## src/design/ecfe_pkg.sv

```systemverilog
// Shared types, constants and CRC helper for the escaped CRC frame encoder.
// Used by all design modules except the checker; depends on nothing.

package ecfe_pkg;

	// line codes
	localparam logic [7:0]  FLAG_BYTE = 8'h7E;
	localparam logic [7:0]  ESC_BYTE  = 8'h7D;

	// CRC-16/CCITT-FALSE
	localparam logic [15:0] CRC_INIT  = 16'hFFFF;
	localparam logic [15:0] CRC_POLY  = 16'h1021;

	// candidate output slots of one input word, in line order
	localparam int unsigned NUM_SLOTS     = 8;
	localparam int unsigned SLOT_OPEN     = 0;
	localparam int unsigned SLOT_DATA     = 1;
	localparam int unsigned SLOT_DATA_ESC = 2;
	localparam int unsigned SLOT_CRC_HI   = 3;
	localparam int unsigned SLOT_HI_ESC   = 4;
	localparam int unsigned SLOT_CRC_LO   = 5;
	localparam int unsigned SLOT_LO_ESC   = 6;
	localparam int unsigned SLOT_CLOSE    = 7;

	typedef logic [NUM_SLOTS-1:0] slot_mask_t;

	// bytes of all candidate slots plus which of them go out
	typedef struct packed {
		logic [NUM_SLOTS-1:0][7:0] bytes;
		slot_mask_t                mask;
	} slot_set_t;

	// one byte through the CRC, MSB first
	function automatic logic [15:0] crc_feed(input logic [15:0] crc, input logic [7:0] b);
		logic [15:0] c;
		c = crc ^ {b, 8'h00};
		for (int k = 0; k < 8; k++) begin
			c = c[15] ? ((c << 1) ^ CRC_POLY) : (c << 1);
		end
		return c;
	endfunction

	// byte that needs a trailing escape
	function automatic logic is_special(input logic [7:0] b);
		return (b == FLAG_BYTE) || (b == ESC_BYTE);
	endfunction

endpackage

```

## src/design/ecfe_in_if.sv

```systemverilog
// Input channel of the frame encoder: one raw payload word per handshake.
// Stands alone; no package needed.

interface ecfe_in_if;
	logic       valid;
	logic       ready;
	logic [7:0] data_byte;
	logic       end_of_frame;

	modport source (output valid, output data_byte, output end_of_frame, input ready);
	modport sink   (input valid, input data_byte, input end_of_frame, output ready);
endinterface

```

## src/design/ecfe_out_if.sv

```systemverilog
// Output channel of the frame encoder: one encoded line word per handshake.
// Stands alone; no package needed.

interface ecfe_out_if;
	logic       valid;
	logic       ready;
	logic [7:0] out_byte;
	logic       last_out;

	modport source (output valid, output out_byte, output last_out, input ready);
	modport sink   (input valid, input out_byte, input last_out, output ready);
endinterface

```

## src/design/ecfe_slot_build.sv

```systemverilog
// Builds the candidate output slots of one payload word and the next CRC.
// Depends on ecfe_pkg.

module ecfe_slot_build (
	input  logic [7:0]        data_byte,
	input  logic              end_of_frame,
	input  logic [15:0]       crc,
	input  logic              frame_open,
	output ecfe_pkg::slot_set_t slots,
	output logic [15:0]       crc_next
);

	logic [15:0] crc_upd;

	assign crc_upd  = ecfe_pkg::crc_feed(crc, data_byte);
	// frame end restarts the CRC for the next frame
	assign crc_next = end_of_frame ? ecfe_pkg::CRC_INIT : crc_upd;

	// slot bytes and which slots are sent
	always_comb begin
		slots.bytes[ecfe_pkg::SLOT_OPEN]     = ecfe_pkg::FLAG_BYTE;
		slots.bytes[ecfe_pkg::SLOT_DATA]     = data_byte;
		slots.bytes[ecfe_pkg::SLOT_DATA_ESC] = ecfe_pkg::ESC_BYTE;
		slots.bytes[ecfe_pkg::SLOT_CRC_HI]   = crc_upd[15:8];
		slots.bytes[ecfe_pkg::SLOT_HI_ESC]   = ecfe_pkg::ESC_BYTE;
		slots.bytes[ecfe_pkg::SLOT_CRC_LO]   = crc_upd[7:0];
		slots.bytes[ecfe_pkg::SLOT_LO_ESC]   = ecfe_pkg::ESC_BYTE;
		slots.bytes[ecfe_pkg::SLOT_CLOSE]    = ecfe_pkg::FLAG_BYTE;

		slots.mask[ecfe_pkg::SLOT_OPEN]     = !frame_open;
		slots.mask[ecfe_pkg::SLOT_DATA]     = 1'b1;
		slots.mask[ecfe_pkg::SLOT_DATA_ESC] = ecfe_pkg::is_special(data_byte);
		slots.mask[ecfe_pkg::SLOT_CRC_HI]   = end_of_frame;
		slots.mask[ecfe_pkg::SLOT_HI_ESC]   = end_of_frame && ecfe_pkg::is_special(crc_upd[15:8]);
		slots.mask[ecfe_pkg::SLOT_CRC_LO]   = end_of_frame;
		slots.mask[ecfe_pkg::SLOT_LO_ESC]   = end_of_frame && ecfe_pkg::is_special(crc_upd[7:0]);
		slots.mask[ecfe_pkg::SLOT_CLOSE]    = end_of_frame;
	end

endmodule

```

## src/design/ecfe_serializer.sv

```systemverilog
// Holds the slots of one payload word and sends the enabled ones, one word
// per unstalled cycle, lowest slot first. Depends on ecfe_pkg, ecfe_out_if.

module ecfe_serializer (
	input  logic                clk,
	input  logic                arst_n,
	input  logic                load,
	input  ecfe_pkg::slot_set_t slots,
	output logic                free,
	ecfe_out_if.source          out_ch
);

	ecfe_pkg::slot_mask_t                       mask_q;
	logic [ecfe_pkg::NUM_SLOTS-1:0][7:0]        bytes_q;
	ecfe_pkg::slot_mask_t                       pick;
	logic                                       last;
	logic                                       take;

	// lowest pending slot
	assign pick = mask_q & (~mask_q + ecfe_pkg::slot_mask_t'(1));
	assign last = (mask_q & ~pick) == '0;
	assign take = out_ch.valid && out_ch.ready;
	assign free = (mask_q == '0) || (take && last);

	assign out_ch.valid    = mask_q != '0;
	assign out_ch.last_out = last;

	// one-hot select of the outgoing byte
	always_comb begin
		out_ch.out_byte = '0;
		for (int i = 0; i < ecfe_pkg::NUM_SLOTS; i++) begin
			out_ch.out_byte = out_ch.out_byte | (bytes_q[i] & {8{pick[i]}});
		end
	end

	// pending mask: load a new word or retire the sent slot
	always_ff @(posedge clk or negedge arst_n) begin
		if (!arst_n) begin
			mask_q <= '0;
		end else if (load) begin
			mask_q <= slots.mask;
		end else if (take) begin
			mask_q <= mask_q & ~pick;
		end
	end

	always_ff @(posedge clk) begin
		if (load) begin
			bytes_q <= slots.bytes;
		end
	end

endmodule

```

## src/design/escaped_crc_frame_encoder.sv

```systemverilog
// Byte-stuffed frame encoder with CRC-16/CCITT-FALSE. Each payload word
// yields 1 to 8 line words: an opening 0x7E on the first word of a frame,
// the data byte, and on the end_of_frame word the CRC high and low bytes and
// a closing 0x7E; any data or CRC byte equal to 0x7E or 0x7D is followed by
// a 0x7D. The output sends one word per cycle while out_ch.ready is high,
// so an input word holds the output until all its words are sent (2 words
// for a plain mid-frame byte with its escape, 1 without; up to 8 on a frame
// end); the input is accepted every cycle the output keeps up. An accepted
// word passes the one-word input register, then the serializer's output
// register. Depends on ecfe_pkg, ecfe_in_if, ecfe_out_if.

module escaped_crc_frame_encoder (
	input  logic       clk,
	input  logic       arst_n,
	ecfe_in_if.sink    in_ch,
	ecfe_out_if.source out_ch
);

	logic                valid_s1;
	logic [7:0]          data_s1;
	logic                eof_s1;
	logic [15:0]         crc_q;
	logic                open_q;
	logic                ser_free;
	logic                load;
	logic [15:0]         crc_next;
	ecfe_pkg::slot_set_t slots;

	assign load        = valid_s1 && ser_free;
	assign in_ch.ready = !valid_s1 || ser_free;

	// input register and frame state
	always_ff @(posedge clk or negedge arst_n) begin
		if (!arst_n) begin
			valid_s1 <= 1'b0;
			crc_q    <= ecfe_pkg::CRC_INIT;
			open_q   <= 1'b0;
		end else begin
			if (in_ch.ready) begin
				valid_s1 <= in_ch.valid;
			end
			if (load) begin
				crc_q  <= crc_next;
				open_q <= !eof_s1;
			end
		end
	end

	always_ff @(posedge clk) begin
		if (in_ch.valid && in_ch.ready) begin
			data_s1 <= in_ch.data_byte;
			eof_s1  <= in_ch.end_of_frame;
		end
	end

	ecfe_slot_build u_build (
		.data_byte    (data_s1),
		.end_of_frame (eof_s1),
		.crc          (crc_q),
		.frame_open   (open_q),
		.slots        (slots),
		.crc_next     (crc_next)
	);

	ecfe_serializer u_ser (
		.clk    (clk),
		.arst_n (arst_n),
		.load   (load),
		.slots  (slots),
		.free   (ser_free),
		.out_ch (out_ch)
	);

endmodule

```

## src/flat_wrapper.sv

```systemverilog
// flat-port wrapper written by rule: the top's interface ports become plain ports
module escaped_crc_frame_encoder_flat 
  (clk, arst_n, in_ch_valid, in_ch_data_byte, in_ch_end_of_frame, in_ch_ready, out_ch_valid, out_ch_out_byte, out_ch_last_out, out_ch_ready);
  ecfe_in_if in_ch_i ();
  ecfe_out_if out_ch_i ();
  input  logic clk;
  input  logic arst_n;
  input wire logic [$bits(in_ch_i.valid)-1:0] in_ch_valid;
  input wire logic [$bits(in_ch_i.data_byte)-1:0] in_ch_data_byte;
  input wire logic [$bits(in_ch_i.end_of_frame)-1:0] in_ch_end_of_frame;
  output wire logic [$bits(in_ch_i.ready)-1:0] in_ch_ready;
  output wire logic [$bits(out_ch_i.valid)-1:0] out_ch_valid;
  output wire logic [$bits(out_ch_i.out_byte)-1:0] out_ch_out_byte;
  output wire logic [$bits(out_ch_i.last_out)-1:0] out_ch_last_out;
  input wire logic [$bits(out_ch_i.ready)-1:0] out_ch_ready;
  assign in_ch_i.valid = in_ch_valid;
  assign in_ch_i.data_byte = in_ch_data_byte;
  assign in_ch_i.end_of_frame = in_ch_end_of_frame;
  assign in_ch_ready = in_ch_i.ready;
  assign out_ch_valid = out_ch_i.valid;
  assign out_ch_out_byte = out_ch_i.out_byte;
  assign out_ch_last_out = out_ch_i.last_out;
  assign out_ch_i.ready = out_ch_ready;
  escaped_crc_frame_encoder u_core (.clk(clk), .arst_n(arst_n), .in_ch(in_ch_i), .out_ch(out_ch_i));
endmodule
```

## config.mk

```make
export PLATFORM = sky130hd
export DESIGN_NAME = escaped_crc_frame_encoder_flat
export DESIGN_NICKNAME = d
export VERILOG_FILES = /design/src/design/ecfe_pkg.sv /design/src/design/ecfe_in_if.sv /design/src/design/ecfe_out_if.sv /design/src/design/ecfe_slot_build.sv /design/src/design/ecfe_serializer.sv /design/src/design/escaped_crc_frame_encoder.sv /design/src/flat_wrapper.sv
export SDC_FILE = /design/constraint.sdc
export NUM_CORES = 1
export LEC_CHECK = 0
export BUFFER_PORTS_ARGS = -buffer_cell sky130_fd_sc_hd__buf_2
export CAP_MARGIN = 5
export CORE_ASPECT_RATIO = 0.6
export CORE_MARGIN = 2
export CORE_UTILIZATION = 35
export CTS_BUF_LIST = sky130_fd_sc_hd__clkbuf_4
export CTS_CLUSTER_DIAMETER = 80
export CTS_CLUSTER_SIZE = 24
export DETAILED_ROUTE_END_ITERATION = 10
export PLACE_DENSITY_LB_ADDON = 0.12
export SYNTH_ARGS = -nofsm -noshare
export SYNTH_HDL_FRONTEND = slang
export SYNTH_SLANG_ARGS = --single-unit
```

## constraint.sdc

```tcl
create_clock -name clk -period 6.3 [get_ports clk]
set_input_delay 0.63 -clock clk [delete_from_list [all_inputs] [get_ports clk]]
set_output_delay 0.63 -clock clk [all_outputs]
set_load 0.005 [all_outputs]
```

==> flow_summary.yaml <==
floorplan:
  die_w_um: 120
  dieArea_um2: 8870
  standard_cell_row_count: 25
  io-pin-count: 24
  die-height_um: 73.7
  floorplan.initialDensity_pct: 36.0
  coreArea_um2: 7880
setup_path:
  crit_fanout: 23
  crit_path_max_incr_delay_ns: 0.65
  cp-start-kind: "flip-flop"
  crit_path_end_kind: "output port"
  timing.setup.critical_path_class: "flip-flop to output port"
  critical_path.cell_chain: "nor4_4, and3b_1, a221oi_1, nand2_1, buf_2"
  worst-endpoint-arrival_ns: 2.44
  crit_slowest_cell: "sky130_fd_sc_hd__dfrtp_1"
  path_delay_family: "simple AND/OR/NAND/NOR gates"
  timing.critical_path.required_ns: 5.67
  worst-path-buf-inv: 1
yosys:
  synth.lib_cells_used.distinct: 46
  synth.largest_area_cell: "sky130_fd_sc_hd__edfxtp_1"
  synth.top_cell.area_share_pct: 34.9
  synth-main-ff-cell: "sky130_fd_sc_hd__edfxtp_1"
  avgSynthCellArea_um2: 11.7
  synth.ff_latch_count: 59
  synth_fp_nets: 255
  synthArstFlopShare_pct: 44.1
  syn_inst_count: 242
  seq_area_frac_synth_pct: 58.6
  synthTopCellsByArea: "sky130_fd_sc_hd__edfxtp_1 (35%), sky130_fd_sc_hd__dfstp_2 (15%), sky130_fd_sc_hd__dfrtp_1 (8.8%), sky130_fd_sc_hd__nor2_1 (4.9%), sky130_fd_sc_hd__a21oi_1 (4.2%)"
  synthesis.yosys.warnings: 0
  syn-cell-area_um2: 2840
  synth_enable_flop_cells: 33
grt:
  total_global_routing_overflow: 0
  first_pass_grt_wire_length_um: 10100
  antenna_found_initial: 0
  grt_start_max_net_pins: 62
  met1_usage_pct: 25.4
  globalRouteMet3Util_pct: 5.59
  via_count_of_the_first_global_routing_pass: 1751
  grt_util_met2_pct: 19.9
  top_usage_layer: "met1"
  grtUsageTotal_pct: 16.0
worst_hold_path:
  hold_path.class: "input pin to async pin"
cts:
  numCtsBuffers: 9
  htree_num_levels: 3
  cts_hold_repair_buffers: 0
  post_cts_buffers: 0
  clock_path_buffers: 2
  clk-insertion-delay-late_ns: 0.39
  clock_sink_count: 59
  cts_tree: "done"
  worst_setup_hold_path_clk_slew_ns: 0.09
  clock_tree.root_cell: "sky130_fd_sc_hd__clkbuf_4"
  cts_resized: 0
layout:
  design_area_um2: 3170
  layout-area-overhead-vs-synth_pct: 11.7
  drive_gt1_share_pct: 23.0
  mostFrequentLayoutCell: "sky130_fd_sc_hd__nor2_1"
  fraction_of_the_core_area_covered_by_cells_at_the_end_of_the_flow_pct: 40.2
  fill_cells: 792
  nNetsFinal: 277
  diodes_inserted: 0
  most-common-layout-cells: "sky130_fd_sc_hd__nor2_1 (37), sky130_fd_sc_hd__edfxtp_1 (33), sky130_fd_sc_hd__a21oi_1 (24), sky130_fd_sc_hd__buf_2 (23), sky130_fd_sc_hd__nand2_1 (18)"
timing:
  grt_setup_unrepaired: "no"
  worstMarginPinSlew_ns: 1.01
  setup_viol: 0
  final_critical_path_setup_slack_ns: 3.23
  drv_slew: 0
  finalSetupTns_ns: 0
  report.final.hold_viol_count: 0
  period_share_pct: 48.7
  fmaxAchievable_mhz: 326
  slew_headroom_pct: 32.6
  min_period_ns: 3.07
  clock-skew-final_ns: 0.0130
routing:
  drt_first_pass_iters: 4
  total_detailed_routing_wirelength_um: 6400
  final_routed_drc_violation_total: 0
  avgViaCountPerCell: 4.94
  num_vias: 1863
  routed_wire_length_per_instance_um: 17.0
  routed_antenna_nets: 0
  first_iter_violations: 170
power_and_ir_drop:
  irDropWorstVdd_v: 0.000189
  finalPower_uw: 1980
  power.density_nw_per_um2: 626
  power_leakage_uw: 0.00124
placement:
  placed_cell_areas_um2: 3040
  detailedPlace.worstSlack_ns: 3.50
  placement.io_buffers: 23
  gp_congestion: 0.798
  hpwlAfterDp_um: 4590
status:
  outcome: "completed"
run:
  max-cap-violations: 0
-- layout make-up --
class	count	area [um2]	area share, %
inverter	9	33.8	1.07
clock inverter	5	45.0	1.42
clock buffer	11	82.6	2.61
multi-input combinational	161	1090	34.3
timing repair buffer	24	123	3.87
sequential	59	1660	52.4
tap	108	135	4.26
-- logic make-up after synthesis --
logic type | Yosys count | synth area share, %
DFF | 59 | 58.6
buffers and inverters | 22 | 3.70
and+or+nand+nor | 74 | 12.8
AOI/OAI and AO/OA | 57 | 12.4
muxes | 4 | 1.68
xor gates and xnor gates | 26 | 10.9
-- synthesized netlist by cell type, types with 3 or more instances --
cell	n
sky130_fd_sc_hd__a31oi_1	5
sky130_fd_sc_hd__dfstp_2	16
sky130_fd_sc_hd__a221oi_1	5
sky130_fd_sc_hd__a211oi_1	4
sky130_fd_sc_hd__xor3_1	3
sky130_fd_sc_hd__nor2_1	37
sky130_fd_sc_hd__o21ai_0	10
sky130_fd_sc_hd__edfxtp_1	33
sky130_fd_sc_hd__a21oi_1	24
sky130_fd_sc_hd__buf_2	3
sky130_fd_sc_hd__clkbuf_1	6
sky130_fd_sc_hd__nand2_1	18
sky130_fd_sc_hd__xnor2_1	12
sky130_fd_sc_hd__xor2_1	7
sky130_fd_sc_hd__inv_1	9
sky130_fd_sc_hd__dfrtp_1	10
-- state kept, by name, summed over array words and instances, names as in the netlist --
signal,count
u_core.crc_q,16
u_core.u_ser.bytes_q,24
u_core.valid_s1,1
u_core.open_q,1
u_core.u_ser.mask_q,8
u_core.eof_s1,1
u_core.data_s1,8
-- layer usage --
| metal | part of all wire [%] | up-vias |
|---|---|---|
| met5 | 0 | - |
| met4 | 0.33 | 0 |
| met3 | 7.1 | 2 |
| met2 | 39 | 48 |
| met1 | 54 | 904 |
| li1 | - | 909 |
-- through the flow --
stage                     hold WS (ns)  instances
after floorplan                  0.334        242
after global placement           0.458        361
after detailed placement         0.452        361
after CTS                        0.245        377
after global routing             0.260        377
final                            0.274        377
-- where the power goes --
part / internal [uW] / switching [uW]
Clock: 125 / 126
Combinational: 363 / 541
Sequential: 678 / 151
-- worst paths after layout --
check / start / to / slack [ns] / cells past startpoint
max: u_core.u_ser.mask_q[1] / out_ch_out_byte[6] / 3.23 / 5
min: arst_n / u_core.u_ser.mask_q[4] / 0.27 / 1
max reg2reg: u_core.u_ser.mask_q[1] / u_core.data_s1[5] / 3.56 / 5
min reg2reg: u_core.open_q / u_core.u_ser.mask_q[0] / 0.46 / 1
max in group asynchronous: arst_n / u_core.u_ser.mask_q[1] / 5.59 / 1
min in group clk: in_ch_data_byte[4] / u_core.data_s1[4] / 0.41 / 1
(Power assumes the default switching activity.)
